--- config.mk ---
export PLATFORM = sky130hd
export DESIGN_NAME = sha256_stream_hasher_flat
export DESIGN_NICKNAME = d
export VERILOG_FILES = /design/src/hdl/sha_pkg.sv /design/src/hdl/sha_if.sv /design/src/hdl/sha_fifo.sv /design/src/hdl/sha_front.sv /design/src/hdl/sha_back.sv /design/src/hdl/sha256_stream_hasher.sv /design/src/flat_wrapper.sv
export SDC_FILE = /design/constraint.sdc
export NUM_CORES = 2
export LEC_CHECK = 0
export BUFFER_PORTS_ARGS = -buffer_cell sky130_fd_sc_hd__buf_2
export CAP_MARGIN = 20
export CORE_UTILIZATION = 38
export CTS_BUF_LIST = sky130_fd_sc_hd__clkbuf_16
export DETAILED_ROUTE_END_ITERATION = 7
export PLACE_DENSITY = 0.5
export SYNTH_ARGS = -nofsm -noshare
export SYNTH_HDL_FRONTEND = slang
export SYNTH_HIERARCHICAL = 1
export SYNTH_SLANG_ARGS = --single-unit
export TNS_END_PERCENT = 100
--- constraint.sdc ---
create_clock -name clk -period 32.9 [get_ports clk]
set_input_delay 3.29 -clock clk [delete_from_list [all_inputs] [get_ports clk]]
set_output_delay 3.29 -clock clk [all_outputs]
set_load 0.02 [all_outputs]
--- src/hdl/sha_pkg.sv ---
`timescale 1ns / 1ps
// ----------------------------------------------------------------------------
// sha_pkg
// Shared types, constants and round functions of the SHA-256 stream hasher.
// ----------------------------------------------------------------------------
package sha_pkg;

	localparam int WORD_W       = 32;
	localparam int LEN_W        = 64;
	localparam int FIFO_DEPTH_D = 4;
	localparam logic [7:0] PAD_BYTE = 8'h80;

	// One message word handed from the front to the compression engine
	typedef struct packed {
		logic [WORD_W-1:0] data;
		logic              blk_end;
		logic              msg_end;
	} word_req_t;

	function automatic logic [WORD_W-1:0] iv_at(input logic [2:0] i);
		logic [WORD_W-1:0] r;
		case (i)
			3'd0: r = 32'h6a09e667;
			3'd1: r = 32'hbb67ae85;
			3'd2: r = 32'h3c6ef372;
			3'd3: r = 32'ha54ff53a;
			3'd4: r = 32'h510e527f;
			3'd5: r = 32'h9b05688c;
			3'd6: r = 32'h1f83d9ab;
			default: r = 32'h5be0cd19;
		endcase
		return r;
	endfunction

	function automatic logic [WORD_W-1:0] k_at(input logic [5:0] t);
		logic [WORD_W-1:0] r;
		case (t)
			6'd0:  r = 32'h428a2f98; 6'd1:  r = 32'h71374491;
			6'd2:  r = 32'hb5c0fbcf; 6'd3:  r = 32'he9b5dba5;
			6'd4:  r = 32'h3956c25b; 6'd5:  r = 32'h59f111f1;
			6'd6:  r = 32'h923f82a4; 6'd7:  r = 32'hab1c5ed5;
			6'd8:  r = 32'hd807aa98; 6'd9:  r = 32'h12835b01;
			6'd10: r = 32'h243185be; 6'd11: r = 32'h550c7dc3;
			6'd12: r = 32'h72be5d74; 6'd13: r = 32'h80deb1fe;
			6'd14: r = 32'h9bdc06a7; 6'd15: r = 32'hc19bf174;
			6'd16: r = 32'he49b69c1; 6'd17: r = 32'hefbe4786;
			6'd18: r = 32'h0fc19dc6; 6'd19: r = 32'h240ca1cc;
			6'd20: r = 32'h2de92c6f; 6'd21: r = 32'h4a7484aa;
			6'd22: r = 32'h5cb0a9dc; 6'd23: r = 32'h76f988da;
			6'd24: r = 32'h983e5152; 6'd25: r = 32'ha831c66d;
			6'd26: r = 32'hb00327c8; 6'd27: r = 32'hbf597fc7;
			6'd28: r = 32'hc6e00bf3; 6'd29: r = 32'hd5a79147;
			6'd30: r = 32'h06ca6351; 6'd31: r = 32'h14292967;
			6'd32: r = 32'h27b70a85; 6'd33: r = 32'h2e1b2138;
			6'd34: r = 32'h4d2c6dfc; 6'd35: r = 32'h53380d13;
			6'd36: r = 32'h650a7354; 6'd37: r = 32'h766a0abb;
			6'd38: r = 32'h81c2c92e; 6'd39: r = 32'h92722c85;
			6'd40: r = 32'ha2bfe8a1; 6'd41: r = 32'ha81a664b;
			6'd42: r = 32'hc24b8b70; 6'd43: r = 32'hc76c51a3;
			6'd44: r = 32'hd192e819; 6'd45: r = 32'hd6990624;
			6'd46: r = 32'hf40e3585; 6'd47: r = 32'h106aa070;
			6'd48: r = 32'h19a4c116; 6'd49: r = 32'h1e376c08;
			6'd50: r = 32'h2748774c; 6'd51: r = 32'h34b0bcb5;
			6'd52: r = 32'h391c0cb3; 6'd53: r = 32'h4ed8aa4a;
			6'd54: r = 32'h5b9cca4f; 6'd55: r = 32'h682e6ff3;
			6'd56: r = 32'h748f82ee; 6'd57: r = 32'h78a5636f;
			6'd58: r = 32'h84c87814; 6'd59: r = 32'h8cc70208;
			6'd60: r = 32'h90befffa; 6'd61: r = 32'ha4506ceb;
			6'd62: r = 32'hbef9a3f7;
			default: r = 32'hc67178f2;
		endcase
		return r;
	endfunction

	function automatic logic [WORD_W-1:0] rotr(input logic [WORD_W-1:0] x,
		input int n);
		return (x >> n) | (x << (WORD_W - n));
	endfunction

	function automatic logic [WORD_W-1:0] sig0(input logic [WORD_W-1:0] x);
		return rotr(x, 7) ^ rotr(x, 18) ^ (x >> 3);
	endfunction

	function automatic logic [WORD_W-1:0] sig1(input logic [WORD_W-1:0] x);
		return rotr(x, 17) ^ rotr(x, 19) ^ (x >> 10);
	endfunction

	function automatic logic [WORD_W-1:0] big0(input logic [WORD_W-1:0] x);
		return rotr(x, 2) ^ rotr(x, 13) ^ rotr(x, 22);
	endfunction

	function automatic logic [WORD_W-1:0] big1(input logic [WORD_W-1:0] x);
		return rotr(x, 6) ^ rotr(x, 11) ^ rotr(x, 25);
	endfunction

endpackage

--- src/hdl/sha_if.sv ---
`timescale 1ns / 1ps
// ----------------------------------------------------------------------------
// sha_in_if / sha_out_if
// Valid/ready channels for message bytes and digest words.
// ----------------------------------------------------------------------------
interface sha_in_if;
	logic       valid;
	logic       ready;
	logic [7:0] byte_value;
	logic       byte_present;
	logic       end_of_message;

	modport source (output valid, byte_value, byte_present, end_of_message, input ready);
	modport sink   (input valid, byte_value, byte_present, end_of_message, output ready);
endinterface

interface sha_out_if;
	logic        valid;
	logic        ready;
	logic [31:0] digest_word;
	logic [2:0]  word_index;
	logic        last_word;

	modport source (output valid, digest_word, word_index, last_word, input ready);
	modport sink   (input valid, digest_word, word_index, last_word, output ready);
endinterface

--- src/hdl/sha_fifo.sv ---
`timescale 1ns / 1ps
// ----------------------------------------------------------------------------
// sha_fifo
// Short word queue between the byte front end and the compression engine.
// ----------------------------------------------------------------------------
module sha_fifo import sha_pkg::*; #(
	parameter int DEPTH = FIFO_DEPTH_D
) (
	input  logic      clk,
	input  logic      arst_n,
	input  logic      push,
	input  word_req_t push_data,
	output logic      full,
	input  logic      pop,
	output logic      not_empty,
	output word_req_t pop_data
);
	localparam int PW = $clog2(DEPTH);

	word_req_t     mem_q [DEPTH];
	logic [PW-1:0] wr_q, rd_q;
	logic [PW:0]   cnt_q;

	assign full      = (cnt_q == (PW+1)'(DEPTH));
	assign not_empty = (cnt_q != '0);
	assign pop_data  = mem_q[rd_q];

	// store requests
	always_ff @(posedge clk) begin
		if (push) mem_q[wr_q] <= push_data;
	end

	// advance pointers and count
	always_ff @(posedge clk or negedge arst_n) begin
		if (!arst_n) begin
			wr_q  <= '0;
			rd_q  <= '0;
			cnt_q <= '0;
		end else begin
			if (push) wr_q <= wr_q + 1'b1;
			if (pop)  rd_q <= rd_q + 1'b1;
			case ({push, pop})
				2'b10:   cnt_q <= cnt_q + 1'b1;
				2'b01:   cnt_q <= cnt_q - 1'b1;
				default: cnt_q <= cnt_q;
			endcase
		end
	end
endmodule

--- src/hdl/sha_front.sv ---
`timescale 1ns / 1ps
// ----------------------------------------------------------------------------
// sha_front
// Packs message bytes into words, counts length and generates the padding.
// ----------------------------------------------------------------------------
module sha_front import sha_pkg::*; (
	input  logic      clk,
	input  logic      arst_n,
	sha_in_if.sink    in_ch,
	output logic      push,
	output word_req_t push_data,
	input  logic      full
);
	typedef enum logic [1:0] {
		ST_ACCEPT = 2'b01,
		ST_PAD    = 2'b10
	} fst_t;

	fst_t             st_q;
	logic [23:0]      acc_q;
	logic [5:0]       fill_q;
	logic [LEN_W-1:0] len_q;
	logic             first_q;
	logic             final_q;
	logic [3:0]       wi_q;

	logic             take, byte_push, pad_push, final_w;
	logic [3:0]       wi;
	logic [WORD_W-1:0] pad_word;

	assign in_ch.ready = (st_q == ST_ACCEPT) && !full;
	assign take        = in_ch.valid && in_ch.ready;
	assign byte_push   = take && in_ch.byte_present && (fill_q[1:0] == 2'd3);
	assign pad_push    = (st_q == ST_PAD) && !full;
	assign final_w     = first_q ? (fill_q < 6'd56) : final_q;
	assign wi          = first_q ? fill_q[5:2] : wi_q;

	// padding word: merge 0x80 after the gathered bytes, zeros, then length
	always_comb begin
		pad_word = '0;
		if (first_q) begin
			case (fill_q[1:0])
				2'd0:    pad_word = {PAD_BYTE, 24'h0};
				2'd1:    pad_word = {acc_q[7:0], PAD_BYTE, 16'h0};
				2'd2:    pad_word = {acc_q[15:0], PAD_BYTE, 8'h0};
				default: pad_word = {acc_q[23:0], PAD_BYTE};
			endcase
		end else if (final_q && wi_q == 4'd14) begin
			pad_word = len_q[LEN_W-1:WORD_W];
		end else if (final_q && wi_q == 4'd15) begin
			pad_word = len_q[WORD_W-1:0];
		end
	end

	// select the request toward the queue
	always_comb begin
		push = byte_push || pad_push;
		if (pad_push) begin
			push_data.data    = pad_word;
			push_data.blk_end = (wi == 4'd15);
			push_data.msg_end = (wi == 4'd15) && final_w;
		end else begin
			push_data.data    = {acc_q, in_ch.byte_value};
			push_data.blk_end = (fill_q == 6'd63);
			push_data.msg_end = 1'b0;
		end
	end

	// gather bytes, then walk the padding words
	always_ff @(posedge clk or negedge arst_n) begin
		if (!arst_n) begin
			st_q    <= ST_ACCEPT;
			acc_q   <= '0;
			fill_q  <= '0;
			len_q   <= '0;
			first_q <= 1'b0;
			final_q <= 1'b0;
			wi_q    <= '0;
		end else begin
			case (st_q)
				ST_ACCEPT: begin
					if (take) begin
						if (in_ch.byte_present) begin
							acc_q  <= {acc_q[15:0], in_ch.byte_value};
							fill_q <= fill_q + 1'b1;
							len_q  <= len_q + LEN_W'(8);
						end
						if (in_ch.end_of_message) begin
							st_q    <= ST_PAD;
							first_q <= 1'b1;
						end
					end
				end
				ST_PAD: begin
					if (pad_push) begin
						first_q <= 1'b0;
						final_q <= (wi == 4'd15) ? 1'b1 : final_w;
						wi_q    <= wi + 1'b1;
						if (push_data.msg_end) begin
							st_q   <= ST_ACCEPT;
							fill_q <= '0;
							len_q  <= '0;
						end
					end
				end
				default: st_q <= ST_ACCEPT;
			endcase
		end
	end
endmodule

--- src/hdl/sha_back.sv ---
`timescale 1ns / 1ps
// ----------------------------------------------------------------------------
// sha_back
// Compression engine: one round per cycle when fed, rolling schedule, digest.
// ----------------------------------------------------------------------------
module sha_back import sha_pkg::*; (
	input  logic      clk,
	input  logic      arst_n,
	input  logic      not_empty,
	input  word_req_t pop_data,
	output logic      pop,
	sha_out_if.source out_ch
);
	typedef enum logic [3:0] {
		ST_LOAD  = 4'b0001,
		ST_ROUND = 4'b0010,
		ST_FOLD  = 4'b0100,
		ST_EMIT  = 4'b1000
	} bst_t;

	bst_t              st_q;
	logic [5:0]        t_q;
	logic              msg_q;
	logic [2:0]        cnt_q;
	logic [WORD_W-1:0] h_q [8];
	logic [WORD_W-1:0] v_q [8];
	logic [WORD_W-1:0] w_q [16];
	logic              ov_q;
	logic [WORD_W-1:0] dw_q;
	logic [2:0]        idx_q;
	logic              last_q;

	logic              step, load_out;
	logic [WORD_W-1:0] w_new, wt, t1, t2, chv, mjv;

	assign pop      = (st_q == ST_LOAD) && not_empty;
	assign step     = pop || (st_q == ST_ROUND);
	assign load_out = (st_q == ST_EMIT) && (!ov_q || out_ch.ready);

	// schedule word and round terms
	always_comb begin
		w_new = sig1(w_q[14]) + w_q[9] + sig0(w_q[1]) + w_q[0];
		wt    = (st_q == ST_LOAD) ? pop_data.data : w_new;
		chv   = (v_q[4] & v_q[5]) ^ (~v_q[4] & v_q[6]);
		mjv   = (v_q[0] & v_q[1]) ^ (v_q[0] & v_q[2]) ^ (v_q[1] & v_q[2]);
		t1    = v_q[7] + big1(v_q[4]) + chv + k_at(t_q) + wt;
		t2    = big0(v_q[0]) + mjv;
	end

	assign out_ch.valid       = ov_q;
	assign out_ch.digest_word = dw_q;
	assign out_ch.word_index  = idx_q;
	assign out_ch.last_word   = last_q;

	// round sequencer, chaining update and digest readout
	always_ff @(posedge clk or negedge arst_n) begin
		if (!arst_n) begin
			st_q   <= ST_LOAD;
			t_q    <= '0;
			msg_q  <= 1'b0;
			cnt_q  <= '0;
			ov_q   <= 1'b0;
			dw_q   <= '0;
			idx_q  <= '0;
			last_q <= 1'b0;
			for (int i = 0; i < 8; i++) begin
				h_q[i] <= iv_at(3'(i));
				v_q[i] <= iv_at(3'(i));
			end
		end else begin
			if (ov_q && out_ch.ready && !load_out) ov_q <= 1'b0;
			if (step) begin
				v_q[7] <= v_q[6];
				v_q[6] <= v_q[5];
				v_q[5] <= v_q[4];
				v_q[4] <= v_q[3] + t1;
				v_q[3] <= v_q[2];
				v_q[2] <= v_q[1];
				v_q[1] <= v_q[0];
				v_q[0] <= t1 + t2;
				t_q    <= t_q + 1'b1;
			end
			case (st_q)
				ST_LOAD: begin
					if (pop && t_q == 6'd15) begin
						st_q  <= ST_ROUND;
						msg_q <= pop_data.msg_end;
					end
				end
				ST_ROUND: begin
					if (t_q == 6'd63) st_q <= ST_FOLD;
				end
				ST_FOLD: begin
					for (int i = 0; i < 8; i++) begin
						h_q[i] <= h_q[i] + v_q[i];
						v_q[i] <= h_q[i] + v_q[i];
					end
					cnt_q <= '0;
					st_q  <= msg_q ? ST_EMIT : ST_LOAD;
				end
				ST_EMIT: begin
					if (load_out) begin
						ov_q   <= 1'b1;
						dw_q   <= h_q[0];
						idx_q  <= cnt_q;
						last_q <= (cnt_q == 3'd7);
						cnt_q  <= cnt_q + 1'b1;
						if (cnt_q == 3'd7) begin
							st_q <= ST_LOAD;
							for (int i = 0; i < 8; i++) begin
								h_q[i] <= iv_at(3'(i));
								v_q[i] <= iv_at(3'(i));
							end
						end else begin
							for (int i = 0; i < 7; i++) h_q[i] <= h_q[i+1];
							h_q[7] <= h_q[0];
						end
					end
				end
				default: st_q <= ST_LOAD;
			endcase
		end
	end

	// rolling 16-word schedule window
	always_ff @(posedge clk) begin
		if (step) begin
			for (int i = 0; i < 15; i++) w_q[i] <= w_q[i+1];
			w_q[15] <= wt;
		end
	end
endmodule

--- src/hdl/sha256_stream_hasher.sv ---
`timescale 1ns / 1ps
// ----------------------------------------------------------------------------
// sha256_stream_hasher
// SHA-256 of a byte stream, digest delivered as eight 32-bit words.
// ----------------------------------------------------------------------------
// Usage:
//   in_ch carries one request per message byte (byte_present) and marks the
//   last request with end_of_message; a request may carry only the end mark.
//   out_ch delivers eight digest words, word_index 0 first, last_word on 7.
// Timing:
//   The front takes at most one byte per cycle, packs four bytes into a word
//   and queues it (four words); the engine runs rounds 0-15 as words arrive,
//   then rounds 16-63 and the fold step. The queue holds only 16 bytes of
//   the next block while those run, so on a long message byte intake
//   stalls behind the tail rounds of each block. An end request adds
//   padding of one or two blocks, then the eight words leave one per cycle
//   while out_ch.ready is high.
// Reset:
//   arst_n clears the length, byte count and queue and loads the initial
//   hash values; the block accepts requests as soon as arst_n is released.
// Stalls:
//   When out_ch.ready is low the current word holds; the engine waits,
//   the queue fills and in_ch.ready then drops.
// ----------------------------------------------------------------------------
module sha256_stream_hasher import sha_pkg::*; #(
	parameter int FIFO_DEPTH = FIFO_DEPTH_D
) (
	input  logic      clk,
	input  logic      arst_n,
	sha_in_if.sink    in_ch,
	sha_out_if.source out_ch
);
	logic      push, full, pop, not_empty;
	word_req_t push_data, pop_data;

	sha_front u_front (
		.clk       (clk),
		.arst_n    (arst_n),
		.in_ch     (in_ch),
		.push      (push),
		.push_data (push_data),
		.full      (full)
	);

	sha_fifo #(.DEPTH(FIFO_DEPTH)) u_fifo (
		.clk       (clk),
		.arst_n    (arst_n),
		.push      (push),
		.push_data (push_data),
		.full      (full),
		.pop       (pop),
		.not_empty (not_empty),
		.pop_data  (pop_data)
	);

	sha_back u_back (
		.clk       (clk),
		.arst_n    (arst_n),
		.not_empty (not_empty),
		.pop_data  (pop_data),
		.pop       (pop),
		.out_ch    (out_ch)
	);
endmodule

--- src/flat_wrapper.sv ---
// flat-port wrapper written by rule: the top's interface ports become plain ports
module sha256_stream_hasher_flat import sha_pkg::*;
#(
	parameter int FIFO_DEPTH = FIFO_DEPTH_D
)
  (clk, arst_n, in_ch_valid, in_ch_byte_value, in_ch_byte_present, in_ch_end_of_message, in_ch_ready, out_ch_valid, out_ch_digest_word, out_ch_word_index, out_ch_last_word, out_ch_ready);
  sha_in_if in_ch_i ();
  sha_out_if out_ch_i ();
  input  logic clk;
  input  logic arst_n;
  input wire logic [$bits(in_ch_i.valid)-1:0] in_ch_valid;
  input wire logic [$bits(in_ch_i.byte_value)-1:0] in_ch_byte_value;
  input wire logic [$bits(in_ch_i.byte_present)-1:0] in_ch_byte_present;
  input wire logic [$bits(in_ch_i.end_of_message)-1:0] in_ch_end_of_message;
  output wire logic [$bits(in_ch_i.ready)-1:0] in_ch_ready;
  output wire logic [$bits(out_ch_i.valid)-1:0] out_ch_valid;
  output wire logic [$bits(out_ch_i.digest_word)-1:0] out_ch_digest_word;
  output wire logic [$bits(out_ch_i.word_index)-1:0] out_ch_word_index;
  output wire logic [$bits(out_ch_i.last_word)-1:0] out_ch_last_word;
  input wire logic [$bits(out_ch_i.ready)-1:0] out_ch_ready;
  assign in_ch_i.valid = in_ch_valid;
  assign in_ch_i.byte_value = in_ch_byte_value;
  assign in_ch_i.byte_present = in_ch_byte_present;
  assign in_ch_i.end_of_message = in_ch_end_of_message;
  assign in_ch_ready = in_ch_i.ready;
  assign out_ch_valid = out_ch_i.valid;
  assign out_ch_digest_word = out_ch_i.digest_word;
  assign out_ch_word_index = out_ch_i.word_index;
  assign out_ch_last_word = out_ch_i.last_word;
  assign out_ch_i.ready = out_ch_ready;
  sha256_stream_hasher #(.FIFO_DEPTH(FIFO_DEPTH)) u_core (.clk(clk), .arst_n(arst_n), .in_ch(in_ch_i), .out_ch(out_ch_i));
endmodule
== Word level (Yosys, flattened, before mapping) ==
Memories as Yosys holds them, arrays and structs flattened.
Index checks and enable logic that the tools add are counted.

* Add/subtract/negate cells: 27
* Order comparisons: 1
* Equality and inequality tests: 28
* Multiplexer cells: 51
* Bitwise logic cells: 27
* Reduce and logical (&&, ||, !) cells: 33

{| class="wikitable"
|+ Operator list
! operator !! number
|-
| $mux 256 || 5
|-
| $pmux 256 s2 || 2
|-
| $add 32x32->32 || 18
|-
| $xor 32x32->32 || 9
|-
| $mux 64 || 4
|-
| $and 32x32->32 || 5
|-
| $mux 32 || 4
|-
| $pmux 64 s2 || 1
|-
| $pmux 32 s3 || 1
|-
| $add 64x4->64 const B || 1
|-
| $mux 34 || 1
|-
| $not 32->32 || 1
|-
| $or 10x32->32 || 1
|-
| $or 13x32->32 || 1
|-
| $or 14x32->32 || 1
|-
| $or 15x32->32 || 1
|-
| $or 19x32->32 || 1
|-
| $or 21x32->32 || 1
|-
| $or 25x32->32 || 1
|-
| $or 26x32->32 || 1
|-
| $or 30x32->32 || 1
|-
| $or 7x32->32 || 1
|-
| $xor 32x22->32 || 1
|-
| $xor 32x29->32 || 1
|-
| other kinds (37) || 103
|}

* Bits in registers: 672
* Memory bits (writable): 648
* ROM bits: 2048
* Input bits: 14
* Output and inout port bits: 38
* Logic and storage cells: 204
* Memories: 3

{| class="wikitable"
|+ Memory list
! name !! words !! width !! rd ports !! clocked after memory_dff !! write ports !! RTL line !! source
|-
| (no name shown) || 64 || 32 || 1 || 0 || 0 || sha_pkg.sv:37 || <nowiki>case (t)</nowiki>
|-
| u_core.u_back.w_q || 16 || 32 || 16 || 0 || 16 || sha_back.sv:27 || <nowiki>logic [WORD_W-1:0] w_q [16];</nowiki>
|-
| u_core.u_fifo.mem_q || 4 || 34 || 1 || 0 || 1 || sha_fifo.sv:20 || <nowiki>word_req_t mem_q [DEPTH];</nowiki>
|}

== Logic depth before layout (Yosys ltp) ==
* Depth after elaboration: 13
* Depth in mapped cells: 47
* Gate-level depth less buffers: 47

== By module ==
The synthesis kept the hierarchy.

{| class="wikitable"
|+ By module, submodules not included
! module !! instances !! cells each !! area an instance (um2) !! sequential area each (um2)
|-
| sha_back || 1 || 6959 || 69736.9 || 29804.8
|-
| sha_front || 1 || 789 || 6472.5 || 2478.6
|-
| sha_fifo || 1 || 214 || 5360.1 || 4259.1
|}

== Worst setup path after synthesis ==
No wires, ideal clock.

* Path type: reg-to-reg
* Start point: register u_core.u_back.st_q[1]
* End point: memory u_core.u_back.w_q[0][0] (enable)
* Setup time: 1075 ps
* Arrival: 15746 ps
* Slack: 16080 ps
* Cell stages (with the launch flop): 9
* Period minus slack after synthesis: 16820 ps
* Path through: dfrtp_1 > clkbuf_1 > nor4b_2 > nand2_1 > inv_2 > nor2_1 > inv_2 > clkbuf_1 > buf_1

{| class="wikitable"
|+ RTL lines
! element !! RTL line !! source
|-
| start, declared || sha_back.sv:21 || <nowiki>bst_t st_q;</nowiki>
|-
| start signal, assigned || sha_back.sv:99 || <nowiki>st_q <= msg_q ? ST_EMIT : ST_LOAD;</nowiki>
|-
| end, declared || sha_back.sv:27 ||
|}

==> flow_summary.yaml <==
outcome:
  status: "finished, final reports clean"
place:
  place.detailed.hpwl_mm: 205
  port_buffers: 51
  dp_cells: 10490
  global_placement_routability_congestion: 0.934
sta:
  final.setup.tns_ns: 0
  timing_worst_slew_pin_value_ns: 1.16
  report.final.hold_viol_count: 0
  worst_slew_margin_rel: 0.204
  fmaxAchievable_mhz: 87.9
  timing.clock.skew_ns: 0.0490
  rsz_0062_raised_after_global_routing: "false"
  timing.final.max_slew_violations: 0
  timing.final.setup_violations: 0
  finalCriticalPeriod_ns: 11.38
  period_share: 0.346
setup_path:
  reg2reg_depth: 43
  timing.critical_path.from_type: "flop"
  critPathRequiredTime_ns: 33.63
  slowest_delay_ns: 0.54
  cp_max_fo: 6
  critPathSlowestCell: "sky130_fd_sc_hd__a211oi_1"
  critical_path_arrival_ns: 12.12
  critical-path-top-cell-by-count: "sky130_fd_sc_hd__fa_1"
  critPathCaptureType: "flop"
  worst-setup-path-type: "flop to flop"
  worst_r2r_setup_slack_ns: 21.52
cts:
  cts.htree.levels: 4
  cts-root-to-sink-buffers: 3
  cts_hold_buffers: 0
  cts_tree: "yes"
  clock_sinks: 1313
  cts_inserted_buffers: 157
  cts_setup_buffers: 0
  cts_root_buffer: "sky130_fd_sc_hd__clkbuf_16"
  insertion_delay_ns: 0.84
  postCtsResizedCells: 0
  clock_pin_slew_worst_setup_and_hold_paths_ns: 0.06
logic_synthesis:
  synth-warning-count: 6
  synth.net_count: 8587
  synthesis.area_per_instance_um2: 10.2
  syn-instance-count: 7955
  synth.cell_area_um2: 81400
grt:
  first_global_vias: 61120
  initial_antenna_violation_count: 6
  track_usage: 0.264
  grt_start_max_net_pins: 170
  global_route_wire_length_before_repair_mm: 426
  globalRouteOverflowTotal: 0
routing:
  antenna_left: 0
  post_drt_via_cell_ratio: 5.83
  drc_violation_count_after_routing: 0
  wl_per_cell_um: 26.8
  detail_route.first_pass.iterations: 6
  vias: 62964
  detail_route.wirelength_mm: 289
  drtIter0Drc: 6140
power:
  worst_ir_drop_vdd_uv: 52.5
  total_leakage_power_nw: 38.4
  power_density_nw_per_um2: 41.5
cells_and_area:
  fraction_of_final_layout_cells_sized_beyond_drive_strength_1: 0.0968
  most-common-layout-cells: "sky130_fd_sc_hd__nand2_1 (926), sky130_fd_sc_hd__edfxtp_1 (644), sky130_fd_sc_hd__inv_1 (463), sky130_fd_sc_hd__a21oi_1 (435), sky130_fd_sc_hd__ha_1 (419)"
  growth_of_design_area_from_synthesis_to_finish_pct: 10.2
  nets: 8461
  finalNonFillerCells: 10792
  final_common_cell: "sky130_fd_sc_hd__nand2_1"
job:
  cap_violations: 0
die:
  floorplan.io_pins: 52
  floorplan.die.width_um: 465
  core_area_um2: 213000
  num_rows: 169
  die_area_um2: 216000
  die_h_um: 465
  initial_utilization: 0.383
worst_hold_path:
  hold_depth: 0
  min-delay-path-class: "flop to flop"
critical path, delay by kind of cell, from the launching register on:
kind            cells  cell delay, ns
xor+xnor            4            0.98
simple gates        9            1.91
buf+inv             6            0.46
flops               1            0.47
mux                 1            0.22
compound gates     13            3.03
fa+ha+maj          10            4.25
path summary, 6_finish.rpt:
check,from,to
max in group asynchronous,arst_n,u_core/u_back/v_q[193]
min in group asynchronous,arst_n,u_core/u_back/h_q[61]
worst max register to register,u_core/u_back/w_q[0][51],u_core/u_back/v_q[254]
worst min-delay path,u_core/u_back/w_q[5][3],u_core/u_back/w_q[4][35]
worst min register to register,u_core/u_back/w_q[5][3],u_core/u_back/w_q[4][35]
worst max-delay path,u_core/u_back/w_q[0][51],u_core/u_back/v_q[254]
report_power, final:
group          total, mW  switching (mW)  leakage [nW]  internal, mW
sequential          1.80          0.0313          14.3          1.76
clock               1.76           0.768          2.68         0.993
combinational      0.167           0.117          21.4        0.0500
total               3.72           0.917          38.4          2.81
layout make-up:
class | instances | area (um2)
fill | 20550 | 123000
multi-input combinational | 5776 | 41800
sequential | 1313 | 36400
clock buffer | 157 | 3930
tap | 2821 | 3530
inverter | 423 | 1600
clock inverter | 138 | 1300
timing repair buffer | 158 | 1160
antenna | 6 | 15.0
per-layer routing:
metal  GRT usage  share of wire  vias to the layer above
li1            -              -                    28602
met3      0.0354          0.065                      329
met4      0.0704          0.026                        4
met2       0.395           0.43                     2168
met1       0.398           0.47                    31861
met5           0        0.00012                        -
flip-flops by register name, indices dropped and copies added (netlist names), 2 cells and up:
register	flops
u_core/u_back/w_q	512
u_core/u_back/v_q	256
u_core/u_fifo/mem_q	132
u_core/u_front/fill_q	6
u_core/u_front/wi_q	4
u_core/u_fifo/wr_q	2
u_core/u_fifo/rd_q	2
u_core/u_back/t_q	6
u_core/u_front/st_q	2
u_core/u_back/out_ch.word_index	3
u_core/u_back/out_ch.digest_word	32
u_core/u_fifo/cnt_q	3
u_core/u_front/len_q	61
u_core/u_back/st_q	4
u_core/u_front/acc_q	24
u_core/u_back/cnt_q	3
u_core/u_back/h_q	256
metrics by stage:
step           instance area, um2  setup slack [ns]  utilization  hold slack (ns)  power [mW]
6_report                    89700             21.52        0.422            0.399        3.72
5_1_grt                     89700             21.11        0.422            0.402        3.85
4_1_cts                     89700             21.78        0.422            0.395        3.77
3_5_place_dp                84500             21.87        0.397            0.405        2.00
3_3_place_gp                84500             21.88        0.397            0.400        1.99
2_1_floorplan               81400             16.08            -            0.400        1.92
Power figures use the tool's default switching activity.
